`config.mk`:
```
export PLATFORM = sky130hd
export DESIGN_NAME = vehicle_longitudinal_speed_step
export DESIGN_NICKNAME = d
export VERILOG_FILES = /design/src/sv/vls_pkg.sv /design/src/sv/vehicle_longitudinal_speed_step.sv
export SDC_FILE = /design/constraint.sdc
export NUM_CORES = 2
export LEC_CHECK = 0
export BUFFER_PORTS_ARGS = -buffer_cell sky130_fd_sc_hd__buf_2
export CORE_AREA = 2 2 310 312
export CTS_BUF_LIST = sky130_fd_sc_hd__clkbuf_16
export DETAILED_ROUTE_END_ITERATION = 8
export DIE_AREA = 0 0 312 314
export PLACE_DENSITY = 0.78
export SKIP_LAST_GASP = 1
export SYNTH_ARGS = -nofsm -noshare
export SYNTH_HDL_FRONTEND = slang
export SYNTH_SLANG_ARGS = --single-unit
```
`constraint.sdc`:
```
create_clock -name clk -period 9.9 [get_ports clk]
set_input_delay 0.99 -clock clk [delete_from_list [all_inputs] [get_ports clk]]
set_output_delay 0.99 -clock clk [all_outputs]
set_load 0.005 [all_outputs]
```
`src/sv/vls_pkg.sv`:
```
// Package for the vehicle longitudinal speed step block.
// Holds field widths, register codes, control-word types and the microcode ROM.
// No dependencies.
`timescale 1ns / 1ps

package vls_pkg;

  // Field widths
  localparam int PEDAL_W    = 9;
  localparam int WHEEL_W    = 3;
  localparam int STEP_W     = 16;
  localparam int SPEED_W    = 24;
  localparam int RATE_W     = 23;
  localparam int DRAG_W     = 24;
  localparam int IN_W       = 48;
  localparam int CFG_IDX_W  = 3;
  localparam int CFG_DATA_W = 24;

  // Datapath widths
  localparam int MUL_A_W = 32;
  localparam int MUL_B_W = 24;
  localparam int PROD_W  = MUL_A_W + MUL_B_W;
  localparam int ACC_W   = 48;
  localparam int WS_W    = STEP_W + WHEEL_W;
  localparam int M_W     = RATE_W + PEDAL_W;
  localparam int DELTA_W = 24;
  localparam int VX_W    = SPEED_W + 2;

  localparam logic [RATE_W-1:0] ROLLING_RESISTANCE_DEF = 23'd2560;

  localparam logic signed [VX_W-1:0] SPEED_MAX_X = 26'sd8388607;
  localparam logic signed [VX_W-1:0] SPEED_MIN_X = -26'sd8388608;

  // Configuration register indexes
  localparam logic [CFG_IDX_W-1:0] R_DCS       = 3'd0;
  localparam logic [CFG_IDX_W-1:0] R_BRAKE     = 3'd1;
  localparam logic [CFG_IDX_W-1:0] R_ENGINE    = 3'd2;
  localparam logic [CFG_IDX_W-1:0] R_REVERSE   = 3'd3;
  localparam logic [CFG_IDX_W-1:0] R_DRAG      = 3'd4;
  localparam logic [CFG_IDX_W-1:0] R_HANDBRAKE = 3'd5;
  localparam logic [CFG_IDX_W-1:0] R_REVLIM    = 3'd6;
  localparam logic [CFG_IDX_W-1:0] R_FWDLIM    = 3'd7;

  localparam logic [RATE_W-1:0] DCS_RST       = 23'd1280;
  localparam logic [RATE_W-1:0] BRAKE_RST     = 23'd153600;
  localparam logic [RATE_W-1:0] ENGINE_RST    = 23'd102400;
  localparam logic [RATE_W-1:0] REVERSE_RST   = 23'd51200;
  localparam logic [DRAG_W-1:0] DRAG_RST      = 24'd8389;
  localparam logic [RATE_W-1:0] HANDBRAKE_RST = 23'd204800;
  localparam logic [RATE_W-1:0] REVLIM_RST    = 23'd76800;
  localparam logic [RATE_W-1:0] FWDLIM_RST    = 23'd256000;

  typedef enum logic [1:0] {
    SEQ_IDLE = 2'b01,
    SEQ_RUN  = 2'b10
  } seq_state_t;

  // Multiplier operand selects
  typedef enum logic [3:0] {
    A_ST, A_BRAKE, A_ENGINE, A_REVERSE, A_HANDBRAKE, A_ROLL, A_M, A_VABS,
    A_DRAG, A_ACC_HI, A_ACC_LO
  } a_sel_t;

  typedef enum logic [3:0] {
    B_WH, B_THR, B_BRK, B_HB, B_WS, B_ST, B_VABS, B_ACC_HI, B_ACC_LO
  } b_sel_t;

  // Where the product lands
  typedef enum logic [1:0] {MD_NONE, MD_WS, MD_M, MD_PROD} mdst_t;

  typedef enum logic {SRC_PROD, SRC_ACC} src_sel_t;

  typedef enum logic [2:0] {SH_0, SH_16, SH_18, SH_24, SH_26} shift_t;

  // Speed operation: toward zero, saturating add, saturating subtract, limit clamp
  typedef enum logic [2:0] {VOP_NONE, VOP_TZ, VOP_ADD, VOP_SUB, VOP_CLAMP} vop_t;

  typedef enum logic [1:0] {AOP_NONE, AOP_LOAD, AOP_ADD} aop_t;

  typedef enum logic [2:0] {
    JMP_NEVER, JMP_ALWAYS, JMP_BOTH, JMP_FROM_REV, JMP_FROM_FWD, JMP_PEDAL
  } cond_t;

  localparam int PC_W = 5;

  typedef struct packed {
    a_sel_t            a_sel;
    b_sel_t            b_sel;
    mdst_t             mdst;
    src_sel_t          src;
    shift_t            sh;
    vop_t              vop;
    aop_t              aop;
    cond_t             cond;
    logic [PC_W-1:0]   target;
    logic              last;
  } ucode_t;

  // Step addresses
  localparam logic [PC_W-1:0] ST_WS      = 5'd0;
  localparam logic [PC_W-1:0] ST_REV     = 5'd1;
  localparam logic [PC_W-1:0] ST_FWD     = 5'd2;
  localparam logic [PC_W-1:0] ST_ENG     = 5'd3;
  localparam logic [PC_W-1:0] ST_ENG_P   = 5'd4;
  localparam logic [PC_W-1:0] ST_ENG_ADD = 5'd5;
  localparam logic [PC_W-1:0] ST_REV_P   = 5'd6;
  localparam logic [PC_W-1:0] ST_REV_SUB = 5'd7;
  localparam logic [PC_W-1:0] ST_BRK_P   = 5'd8;
  localparam logic [PC_W-1:0] ST_BRK_TZ  = 5'd9;
  localparam logic [PC_W-1:0] ST_BOTH_P  = 5'd10;
  localparam logic [PC_W-1:0] ST_BOTH_TZ = 5'd11;
  localparam logic [PC_W-1:0] ST_ROLL_P  = 5'd12;
  localparam logic [PC_W-1:0] ST_ROLL_TZ = 5'd13;
  localparam logic [PC_W-1:0] ST_SQ      = 5'd14;
  localparam logic [PC_W-1:0] ST_SQ_LD   = 5'd15;
  localparam logic [PC_W-1:0] ST_T_HI    = 5'd16;
  localparam logic [PC_W-1:0] ST_T_LO    = 5'd17;
  localparam logic [PC_W-1:0] ST_T_ADD   = 5'd18;
  localparam logic [PC_W-1:0] ST_D_HI    = 5'd19;
  localparam logic [PC_W-1:0] ST_D_LO    = 5'd20;
  localparam logic [PC_W-1:0] ST_D_ADD   = 5'd21;
  localparam logic [PC_W-1:0] ST_DRAG_TZ = 5'd22;
  localparam logic [PC_W-1:0] ST_HB_P    = 5'd23;
  localparam logic [PC_W-1:0] ST_HB_TZ   = 5'd24;
  localparam logic [PC_W-1:0] ST_CLAMP   = 5'd25;

  localparam ucode_t UCODE_NOP = '{A_ST, B_WH, MD_NONE, SRC_PROD, SH_0, VOP_NONE,
                                   AOP_NONE, JMP_NEVER, ST_WS, 1'b0};

  // Microcode ROM. A step may start a multiply and, in the same cycle, use the
  // product register written by the step before.
  function automatic ucode_t ucode_rom(input logic [PC_W-1:0] pc);
    ucode_t w;
    w = UCODE_NOP;
    case (pc)
      ST_WS:      w = '{A_ST, B_WH, MD_WS, SRC_PROD, SH_0, VOP_NONE, AOP_NONE,
                        JMP_BOTH, ST_BOTH_P, 1'b0};
      ST_REV:     w = '{A_BRAKE, B_THR, MD_M, SRC_PROD, SH_0, VOP_NONE, AOP_NONE,
                        JMP_FROM_REV, ST_BRK_P, 1'b0};
      ST_FWD:     w = '{A_BRAKE, B_BRK, MD_M, SRC_PROD, SH_0, VOP_NONE, AOP_NONE,
                        JMP_FROM_FWD, ST_BRK_P, 1'b0};
      ST_ENG:     w = '{A_ENGINE, B_THR, MD_M, SRC_PROD, SH_0, VOP_NONE, AOP_NONE,
                        JMP_NEVER, ST_WS, 1'b0};
      ST_ENG_P:   w = '{A_M, B_WS, MD_PROD, SRC_PROD, SH_0, VOP_NONE, AOP_NONE,
                        JMP_NEVER, ST_WS, 1'b0};
      ST_ENG_ADD: w = '{A_REVERSE, B_BRK, MD_M, SRC_PROD, SH_26, VOP_ADD, AOP_NONE,
                        JMP_NEVER, ST_WS, 1'b0};
      ST_REV_P:   w = '{A_M, B_WS, MD_PROD, SRC_PROD, SH_0, VOP_NONE, AOP_NONE,
                        JMP_NEVER, ST_WS, 1'b0};
      ST_REV_SUB: w = '{A_ST, B_WH, MD_NONE, SRC_PROD, SH_26, VOP_SUB, AOP_NONE,
                        JMP_ALWAYS, ST_ROLL_P, 1'b0};
      ST_BRK_P:   w = '{A_M, B_WS, MD_PROD, SRC_PROD, SH_0, VOP_NONE, AOP_NONE,
                        JMP_NEVER, ST_WS, 1'b0};
      ST_BRK_TZ:  w = '{A_ST, B_WH, MD_NONE, SRC_PROD, SH_26, VOP_TZ, AOP_NONE,
                        JMP_ALWAYS, ST_ROLL_P, 1'b0};
      ST_BOTH_P:  w = '{A_BRAKE, B_WS, MD_PROD, SRC_PROD, SH_0, VOP_NONE, AOP_NONE,
                        JMP_NEVER, ST_WS, 1'b0};
      ST_BOTH_TZ: w = '{A_ST, B_WH, MD_NONE, SRC_PROD, SH_18, VOP_TZ, AOP_NONE,
                        JMP_NEVER, ST_WS, 1'b0};
      ST_ROLL_P:  w = '{A_ROLL, B_ST, MD_PROD, SRC_PROD, SH_0, VOP_NONE, AOP_NONE,
                        JMP_PEDAL, ST_SQ, 1'b0};
      ST_ROLL_TZ: w = '{A_ST, B_WH, MD_NONE, SRC_PROD, SH_16, VOP_TZ, AOP_NONE,
                        JMP_NEVER, ST_WS, 1'b0};
      ST_SQ:      w = '{A_VABS, B_VABS, MD_PROD, SRC_PROD, SH_0, VOP_NONE, AOP_NONE,
                        JMP_NEVER, ST_WS, 1'b0};
      ST_SQ_LD:   w = '{A_ST, B_WH, MD_NONE, SRC_PROD, SH_0, VOP_NONE, AOP_LOAD,
                        JMP_NEVER, ST_WS, 1'b0};
      ST_T_HI:    w = '{A_ACC_HI, B_ST, MD_PROD, SRC_PROD, SH_0, VOP_NONE, AOP_NONE,
                        JMP_NEVER, ST_WS, 1'b0};
      ST_T_LO:    w = '{A_ACC_LO, B_ST, MD_PROD, SRC_PROD, SH_0, VOP_NONE, AOP_LOAD,
                        JMP_NEVER, ST_WS, 1'b0};
      ST_T_ADD:   w = '{A_ST, B_WH, MD_NONE, SRC_PROD, SH_24, VOP_NONE, AOP_ADD,
                        JMP_NEVER, ST_WS, 1'b0};
      ST_D_HI:    w = '{A_DRAG, B_ACC_HI, MD_PROD, SRC_PROD, SH_0, VOP_NONE, AOP_NONE,
                        JMP_NEVER, ST_WS, 1'b0};
      ST_D_LO:    w = '{A_DRAG, B_ACC_LO, MD_PROD, SRC_PROD, SH_0, VOP_NONE, AOP_LOAD,
                        JMP_NEVER, ST_WS, 1'b0};
      ST_D_ADD:   w = '{A_ST, B_WH, MD_NONE, SRC_PROD, SH_24, VOP_NONE, AOP_ADD,
                        JMP_NEVER, ST_WS, 1'b0};
      ST_DRAG_TZ: w = '{A_HANDBRAKE, B_HB, MD_M, SRC_ACC, SH_0, VOP_TZ, AOP_NONE,
                        JMP_NEVER, ST_WS, 1'b0};
      ST_HB_P:    w = '{A_M, B_WS, MD_PROD, SRC_PROD, SH_0, VOP_NONE, AOP_NONE,
                        JMP_NEVER, ST_WS, 1'b0};
      ST_HB_TZ:   w = '{A_ST, B_WH, MD_NONE, SRC_PROD, SH_26, VOP_TZ, AOP_NONE,
                        JMP_NEVER, ST_WS, 1'b0};
      ST_CLAMP:   w = '{A_ST, B_WH, MD_NONE, SRC_PROD, SH_0, VOP_CLAMP, AOP_NONE,
                        JMP_NEVER, ST_WS, 1'b1};
      default:    w = UCODE_NOP;
    endcase
    return w;
  endfunction

endpackage

```
`src/sv/vehicle_longitudinal_speed_step.sv`:
```
// Top level of the vehicle longitudinal speed step: microcoded sequencer and datapath.
// Depends on vls_pkg for widths, register codes and the microcode ROM.
`timescale 1ns / 1ps

// One solver step per input transaction updates the stored signed forward speed
// (Q16.8) and returns it with a flag that tells whether the speed limit clamp
// acted. An item is taken while the sequencer is idle and then runs 16 to 22
// microcode steps (both pedals: 16; braking against the motion: 17 or 18; plain
// drive: 21, or 22 with no pedal pressed). The step count is set by the single
// shared 32x24 multiplier, which every product of the step passes through in
// turn, one per cycle. The result sits in an output register, so the next item
// may be accepted while it waits; the sequencer only holds on its last step if
// the previous result has still not been taken. Configuration registers are
// written through the cfg channel, which is always ready, and should be changed
// only while idle.
module vehicle_longitudinal_speed_step
  import vls_pkg::*;
#(
  parameter logic [RATE_W-1:0] ROLLING_RESISTANCE = ROLLING_RESISTANCE_DEF
) (
  input  logic                  clk,
  input  logic                  rst,
  input  logic                  s_axis_tvalid,
  output logic                  s_axis_tready,
  // throttle_level[8:0], brake_level[17:9], handbrake_level[26:18],
  // supported_wheels[29:27], step_time[45:30], zero fill[47:46]
  input  logic [IN_W-1:0]       s_axis_tdata,
  output logic                  m_axis_tvalid,
  input  logic                  m_axis_tready,
  // forward_speed[23:0]
  output logic [SPEED_W-1:0]    m_axis_tdata,
  // speed_limited[0]
  output logic                  m_axis_tuser,
  input  logic                  cfg_valid,
  output logic                  cfg_ready,
  input  logic [CFG_IDX_W-1:0]  cfg_index,
  input  logic [CFG_DATA_W-1:0] cfg_data
);

  // Configuration registers
  logic [RATE_W-1:0] dcs, brake_rate, engine_rate, reverse_rate;
  logic [RATE_W-1:0] handbrake_rate, rev_limit, fwd_limit;
  logic [DRAG_W-1:0] drag;

  // Sequencer
  seq_state_t      state;
  logic [PC_W-1:0] pc;
  ucode_t          uw;
  logic            run, stall, taken, step_en;

  // Item and datapath registers
  logic [PEDAL_W-1:0]       thr, brk, hb;
  logic [WHEEL_W-1:0]       wh;
  logic [STEP_W-1:0]        st;
  logic                     from_fwd, from_rev;
  logic signed [SPEED_W-1:0] speed;
  logic [WS_W-1:0]          ws;
  logic [M_W-1:0]           m;
  logic [PROD_W-1:0]        prod;
  logic [ACC_W-1:0]         acc;
  logic [SPEED_W-1:0]       out_speed;
  logic                     out_limited, out_valid;

  // Combinational datapath
  logic                      thr_nz, brk_nz;
  logic [SPEED_W-1:0]        vabs;
  logic [MUL_A_W-1:0]        mul_a;
  logic [MUL_B_W-1:0]        mul_b;
  logic [PROD_W-1:0]         product, src_val, shifted;
  logic [DELTA_W-1:0]        dsat;
  logic signed [VX_W-1:0]    vx, dx, sum, dif, neg_rev, pos_fwd, v_res, dcs_x;
  logic                      lim_res;

  assign s_axis_tready = (state == SEQ_IDLE);
  assign cfg_ready     = 1'b1;
  assign m_axis_tvalid = out_valid;
  assign m_axis_tdata  = out_speed;
  assign m_axis_tuser  = out_limited;

  assign run     = (state == SEQ_RUN);
  assign uw      = ucode_rom(pc);
  assign stall   = run && uw.last && out_valid && !m_axis_tready;
  assign step_en = run && !stall;

  assign thr_nz = |thr;
  assign brk_nz = |brk;

  always_comb begin
    unique case (uw.cond)
      JMP_NEVER:    taken = 1'b0;
      JMP_ALWAYS:   taken = 1'b1;
      JMP_BOTH:     taken = thr_nz && brk_nz;
      JMP_FROM_REV: taken = from_rev;
      JMP_FROM_FWD: taken = from_fwd;
      JMP_PEDAL:    taken = thr_nz || brk_nz;
      default:      taken = 1'b0;
    endcase
  end

  // The magnitude of the most negative speed still fits the unsigned 24 bits.
  assign vabs = speed[SPEED_W-1] ? SPEED_W'(-speed) : SPEED_W'(speed);

  always_comb begin
    case (uw.a_sel)
      A_ST:        mul_a = MUL_A_W'(st);
      A_BRAKE:     mul_a = MUL_A_W'(brake_rate);
      A_ENGINE:    mul_a = MUL_A_W'(engine_rate);
      A_REVERSE:   mul_a = MUL_A_W'(reverse_rate);
      A_HANDBRAKE: mul_a = MUL_A_W'(handbrake_rate);
      A_ROLL:      mul_a = MUL_A_W'(ROLLING_RESISTANCE);
      A_M:         mul_a = MUL_A_W'(m);
      A_VABS:      mul_a = MUL_A_W'(vabs);
      A_DRAG:      mul_a = MUL_A_W'(drag);
      A_ACC_HI:    mul_a = MUL_A_W'(acc[ACC_W-1:DELTA_W]);
      A_ACC_LO:    mul_a = MUL_A_W'(acc[DELTA_W-1:0]);
      default:     mul_a = '0;
    endcase
    case (uw.b_sel)
      B_WH:     mul_b = MUL_B_W'(wh);
      B_THR:    mul_b = MUL_B_W'(thr);
      B_BRK:    mul_b = MUL_B_W'(brk);
      B_HB:     mul_b = MUL_B_W'(hb);
      B_WS:     mul_b = MUL_B_W'(ws);
      B_ST:     mul_b = MUL_B_W'(st);
      B_VABS:   mul_b = MUL_B_W'(vabs);
      B_ACC_HI: mul_b = MUL_B_W'(acc[ACC_W-1:DELTA_W]);
      B_ACC_LO: mul_b = MUL_B_W'(acc[DELTA_W-1:0]);
      default:  mul_b = '0;
    endcase
  end

  assign product = PROD_W'(mul_a) * PROD_W'(mul_b);

  // Scale the product or accumulator back to Q16.8 and saturate the delta.
  always_comb begin
    src_val = (uw.src == SRC_ACC) ? PROD_W'(acc) : prod;
    case (uw.sh)
      SH_0:    shifted = src_val;
      SH_16:   shifted = src_val >> 16;
      SH_18:   shifted = src_val >> 18;
      SH_24:   shifted = src_val >> 24;
      SH_26:   shifted = src_val >> 26;
      default: shifted = src_val;
    endcase
    dsat = (|shifted[PROD_W-1:DELTA_W]) ? '1 : shifted[DELTA_W-1:0];
  end

  always_comb begin
    vx      = VX_W'(speed);
    dx      = $signed({2'b00, dsat});
    sum     = vx + dx;
    dif     = vx - dx;
    neg_rev = -$signed({3'b000, rev_limit});
    pos_fwd = $signed({3'b000, fwd_limit});
    dcs_x   = $signed({3'b000, dcs});
    lim_res = 1'b0;
    case (uw.vop)
      VOP_TZ: begin
        if (speed[SPEED_W-1]) begin
          v_res = (sum > 0) ? '0 : sum;
        end else begin
          v_res = (dif < 0) ? '0 : dif;
        end
      end
      VOP_ADD:   v_res = (sum > SPEED_MAX_X) ? SPEED_MAX_X : sum;
      VOP_SUB:   v_res = (dif < SPEED_MIN_X) ? SPEED_MIN_X : dif;
      VOP_CLAMP: begin
        if (vx < neg_rev) begin
          v_res   = neg_rev;
          lim_res = 1'b1;
        end else if (vx > pos_fwd) begin
          v_res   = pos_fwd;
          lim_res = 1'b1;
        end else begin
          v_res = vx;
        end
      end
      default:   v_res = vx;
    endcase
  end

  // Control state and configuration
  always_ff @(posedge clk) begin
    if (rst) begin
      state          <= SEQ_IDLE;
      pc             <= ST_WS;
      speed          <= '0;
      out_valid      <= 1'b0;
      dcs            <= DCS_RST;
      brake_rate     <= BRAKE_RST;
      engine_rate    <= ENGINE_RST;
      reverse_rate   <= REVERSE_RST;
      drag           <= DRAG_RST;
      handbrake_rate <= HANDBRAKE_RST;
      rev_limit      <= REVLIM_RST;
      fwd_limit      <= FWDLIM_RST;
    end else begin
      if (cfg_valid) begin
        unique case (cfg_index)
          R_DCS:       dcs            <= cfg_data[RATE_W-1:0];
          R_BRAKE:     brake_rate     <= cfg_data[RATE_W-1:0];
          R_ENGINE:    engine_rate    <= cfg_data[RATE_W-1:0];
          R_REVERSE:   reverse_rate   <= cfg_data[RATE_W-1:0];
          R_DRAG:      drag           <= cfg_data[DRAG_W-1:0];
          R_HANDBRAKE: handbrake_rate <= cfg_data[RATE_W-1:0];
          R_REVLIM:    rev_limit      <= cfg_data[RATE_W-1:0];
          R_FWDLIM:    fwd_limit      <= cfg_data[RATE_W-1:0];
        endcase
      end
      // A finishing step refills the output register in the cycle the old result leaves.
      if (step_en && uw.last) begin
        out_valid <= 1'b1;
      end else if (m_axis_tready) begin
        out_valid <= 1'b0;
      end
      unique case (state)
        SEQ_IDLE: begin
          if (s_axis_tvalid) begin
            state <= SEQ_RUN;
            pc    <= ST_WS;
          end
        end
        SEQ_RUN: begin
          if (!stall) begin
            if (uw.vop != VOP_NONE) begin
              speed <= v_res[SPEED_W-1:0];
            end
            pc <= taken ? uw.target : pc + 1'b1;
            if (uw.last) begin
              state <= SEQ_IDLE;
            end
          end
        end
        default: state <= SEQ_IDLE;
      endcase
    end
  end

  // Payload and datapath registers
  always_ff @(posedge clk) begin
    if (s_axis_tvalid && s_axis_tready) begin
      thr      <= s_axis_tdata[8:0];
      brk      <= s_axis_tdata[17:9];
      hb       <= s_axis_tdata[26:18];
      wh       <= s_axis_tdata[29:27];
      st       <= s_axis_tdata[45:30];
      // Direction decisions use the speed left by the previous step.
      from_fwd <= (|s_axis_tdata[17:9]) && (vx > dcs_x);
      from_rev <= (|s_axis_tdata[8:0]) && (vx < -dcs_x);
    end
    if (step_en) begin
      unique case (uw.mdst)
        MD_NONE: ;
        MD_WS:   ws   <= product[WS_W-1:0];
        MD_M:    m    <= product[M_W-1:0];
        MD_PROD: prod <= product;
        default: ;
      endcase
      case (uw.aop)
        AOP_LOAD: acc <= shifted[ACC_W-1:0];
        AOP_ADD:  acc <= acc + shifted[ACC_W-1:0];
        default:  ;
      endcase
      if (uw.last) begin
        out_speed   <= v_res[SPEED_W-1:0];
        out_limited <= lim_res;
      end
    end
  end

  a_done_valid: assert property (@(posedge clk) disable iff (rst)
    (run && uw.last && !stall) |=> m_axis_tvalid)
    else $error("finished step did not raise the output valid");

  a_pc_range: assert property (@(posedge clk) disable iff (rst)
    run |-> (pc <= ST_CLAMP))
    else $error("step counter ran past the end of the program");

  a_stall_hold: assert property (@(posedge clk) disable iff (rst)
    stall |=> (run && $stable(pc) && $stable(speed)))
    else $error("sequencer moved while the output was blocked");

  a_start: assert property (@(posedge clk) disable iff (rst)
    (s_axis_tvalid && s_axis_tready) |=> (run && pc == ST_WS))
    else $error("accepted transaction did not start at the first step");

endmodule

```
==> results.sh <==
export IMPL_floorplan_rows=113
export IMPL_synth_flop_cell="dfxtp_1"
export IMPL_mappedNetlistNets=7710
export IMPL_max_slew_worst_pin_slew_ns=1.319
export IMPL_firstDrtPassIters=8
export IMPL_ys_warnings_count=0
export IMPL_max_freq_mhz=104.0
export IMPL_post_route_util_pct=64.61
export IMPL_synthMostInstantiatedCell="nand2_1"
export IMPL_postSynthRegisterBits=470
export IMPL_timing_max_transition_violations_final=0
export IMPL_io_pins=108
export IMPL_wirelength_um=202000
export IMPL_cts_clk_slew_worst_paths_ns=0.06
export IMPL_cpLargestDelayFamily="adder cells"
export IMPL_cts_buffer_depth=3
export IMPL_cts_root_buffer_cell="clkbuf_16"
export IMPL_syn_area_um2=55500
export IMPL_skew_ns=0.01924
export IMPL_setup_worst_path_end_class="flip-flop"
export IMPL_post_route_cells_drive_above_1_share_pct=9.988
export IMPL_grt_pass1_vias=50110
export IMPL_outcome="complete, but fails checks"
export IMPL_clk_latency_ns=0.64
export IMPL_number_of_antenna_violations_at_the_first_check_in_global_routing=12
export IMPL_vdd_ir_drop_max_mv=0.1482
export IMPL_routed_via_count=50540
export IMPL_start_util_pct=58.77
export IMPL_worst_path_largest_cell_delay_ns=0.56
export IMPL_yosysSeqAreaShare_pct=21.06
export IMPL_detail_route_vias_per_cell=6.305
export IMPL_kind_of_start_point_of_the_critical_path="flip-flop"
export IMPL_synth_area_leaders="fa_1 24%, edfxtp_1 12%, dfxtp_1 8.7%, ha_1 8.7%, nand2_1 7.3%"
export IMPL_async_reset_ff_share_pct=0
export IMPL_number_of_enable_flip_flop_cells_after_synthesis=228
export IMPL_timing_worst_setup_path_type="reg -> reg"
export IMPL_violations="DRC"
export IMPL_cts_buffers_inserted=49
export IMPL_period_minus_slack_ns=9.611
export IMPL_p_total_mw=5.426
export IMPL_grt_ovfl_total=0
export IMPL_timing_max_cap_violations=0
export IMPL_portBuffers=104
export IMPL_die_boundary_height_um=314
export IMPL_place_hpwl_um=159000
export IMPL_worst_endpoint_required_ns=10.28
export IMPL_final_cycle_utilization_of_the_critical_path_pct=97.08
export IMPL_detail_route_wl_per_cell_um=25.20
export IMPL_synth_area_leader_cell="fa_1"
export IMPL_remaining_drc_errors=2
export IMPL_first_iter_violations=6663
export IMPL_grt_first_pass_wirelength_um=306200
export IMPL_grt_setup_unrepaired="yes"
export IMPL_p_leak_nw=27.73
export IMPL_final_net_count=7834
export IMPL_grt_start_max_net_pins=83
export IMPL_synthDominantCellAreaShare_pct=23.84
export IMPL_numClockSinks=470
export IMPL_tritoncts="built"
export IMPL_timing_hold_worst_class="reg -> reg"
export IMPL_worst_endpoint_arrival_ns=9.99
export IMPL_die_area_um2=97970
export IMPL_placed_cells=7916
export IMPL_gp_routability_congestion=1.033
export IMPL_pre_cts_ws_ns=0.03185
export IMPL_synthCells=6583
export IMPL_yosys_cell_types_count=94
export IMPL_power_density_nw_per_um2=88.92
export IMPL_critPathBufInv=5
export IMPL_final_hold_viol_count=0
export IMPL_cell_with_the_most_instances_on_the_worst_path="fa_1"
export IMPL_floorplan_die_width_um=312
export IMPL_slowest_stage="fa_1"
export IMPL_ctsHoldBuffers=0
export IMPL_design_core_area_um2=94450
export IMPL_setup_viol_count_final=0
export IMPL_layout_setup_ws_ns=0.2889
export IMPL_postSynthAreaPerCell_um2=8.431
export IMPL_synthTopCellsByCount="1083 x nand2_1, 916 x inv_1, 661 x fa_1"
export IMPL_grtUsageTotal_pct=41.41
export IMPL_layout_area_overhead_vs_synth_pct=9.944
export IMPL_depth_of_the_cts_h_tree=2
export IMPL_instances_no_fill=8015
export IMPL_slew_limit_headroom_pct=11.83
export IMPL_ant_nets=0
export IMPL_final_setup_tns_ns=0
export IMPL_worstPathMaxFanout=12
-- layout by cell type, fill, tap and decap left out, drive strengths merged, types with 51 or more instances in the layout --
master,n
a21o,100
a21oi,429
a22oi,108
and2,91
buf,440
clkbuf,51
dfxtp,242
edfxtp,228
fa,661
ha,386
inv,926
mux2i,76
nand2,1083
nand3,92
nor2,488
nor2b,52
nor3,73
o21ai,227
o22ai,64
xnor2,113
xor2,74
-- sequential cells by signal, indices dropped and copies added (netlist names), 2 cells and up --
signal          count
acc                48
brake_rate         23
brk                 9
dcs                23
drag               24
engine_rate        23
fwd_limit          23
handbrake_rate     23
hb                  9
m                  32
m_axis_tdata       24
pc                  5
prod               56
rev_limit          23
reverse_rate       23
speed              24
st                 16
state               2
thr                 9
uw                 25
wh                  3
ws                 19
-- through the flow --
| step | instance area (um^2) | hold WS, ns |
|---|---|---|
| finish | 61020 | 0.4538 |
| global route | 61020 | 0.4690 |
| CTS | 60760 | 0.4549 |
| detailed placement | 59100 | 0.4462 |
| global placement | 59100 | 0.4391 |
| floorplan | 55500 | 0.4329 |
-- kinds of logic (layout without fill, tap and decap cells) --
group | Yosys count | in the layout | synth area share, %
buf+inv | 1286 | 1451 | 8.781
simple gates | 2153 | 2153 | 17.05
fa+ha+maj | 1047 | 1047 | 32.54
other cells | 1 | 3 | 0.006757
mux | 110 | 110 | 2.142
flops | 470 | 470 | 21.06
xor+xnor | 187 | 187 | 2.951
compound gates | 1329 | 1329 | 15.46
-- final timing paths --
path	startpoint	to	slack, ns	cells past startpoint
worst max-delay path	speed[0]$_SDFFE_PP0P_	prod[52]$_DFFE_PP_	0.29	33
worst min-delay path	brake_rate[6]$_SDFFE_PP0P_	brake_rate[6]$_SDFFE_PP0P_	0.45	2
worst max register to register	speed[0]$_SDFFE_PP0P_	prod[52]$_DFFE_PP_	0.29	33
worst min register to register	brake_rate[6]$_SDFFE_PP0P_	brake_rate[6]$_SDFFE_PP0P_	0.45	2
-- timing repair --
item	in CTS	in global routing
pin swaps	0	12
gates resized for setup	1	42
endpoints found under the setup margin	1	18
setup buffers	0	5
-- power by group --
group,total [mW],internal (mW),switching (mW),leakage (nW)
combinational,1.29,0.389,0.899,22.9
clock,1.98,1.11,0.862,0.816
sequential,2.16,2.13,0.0297,4.00
-- area by class of cell --
cell class                      instances  area, um^2
Antenna cell                            2       5.005
Multi-Input combinational cell       4827       39320
Clock buffer                           51        1276
Timing Repair Buffer                  440        3314
Tap cell                             1265        1583
Fill cell                            8112       33420
Clock inverter                         41       376.6
Sequential cell                       470       11700
Inverter                              919        3450
-- tightest hold or removal path, cell delays in order (launching register included) --
cell	delay (ns)
dfxtp_1	0.31
nand2_1	0.05
a21oi_1	0.05
-- metal layers --
metal | vias to the layer above | wire [um] | global-route usage, %
met5 | - | 79 | 0
met4 | 10 | 17690 | 29.84
met3 | 769 | 24380 | 9.881
met2 | 3258 | 87300 | 62.64
met1 | 24450 | 72530 | 52.29
li1 | 22050 | - | -
No activity file was read; power rests on OpenSTA's default activity.
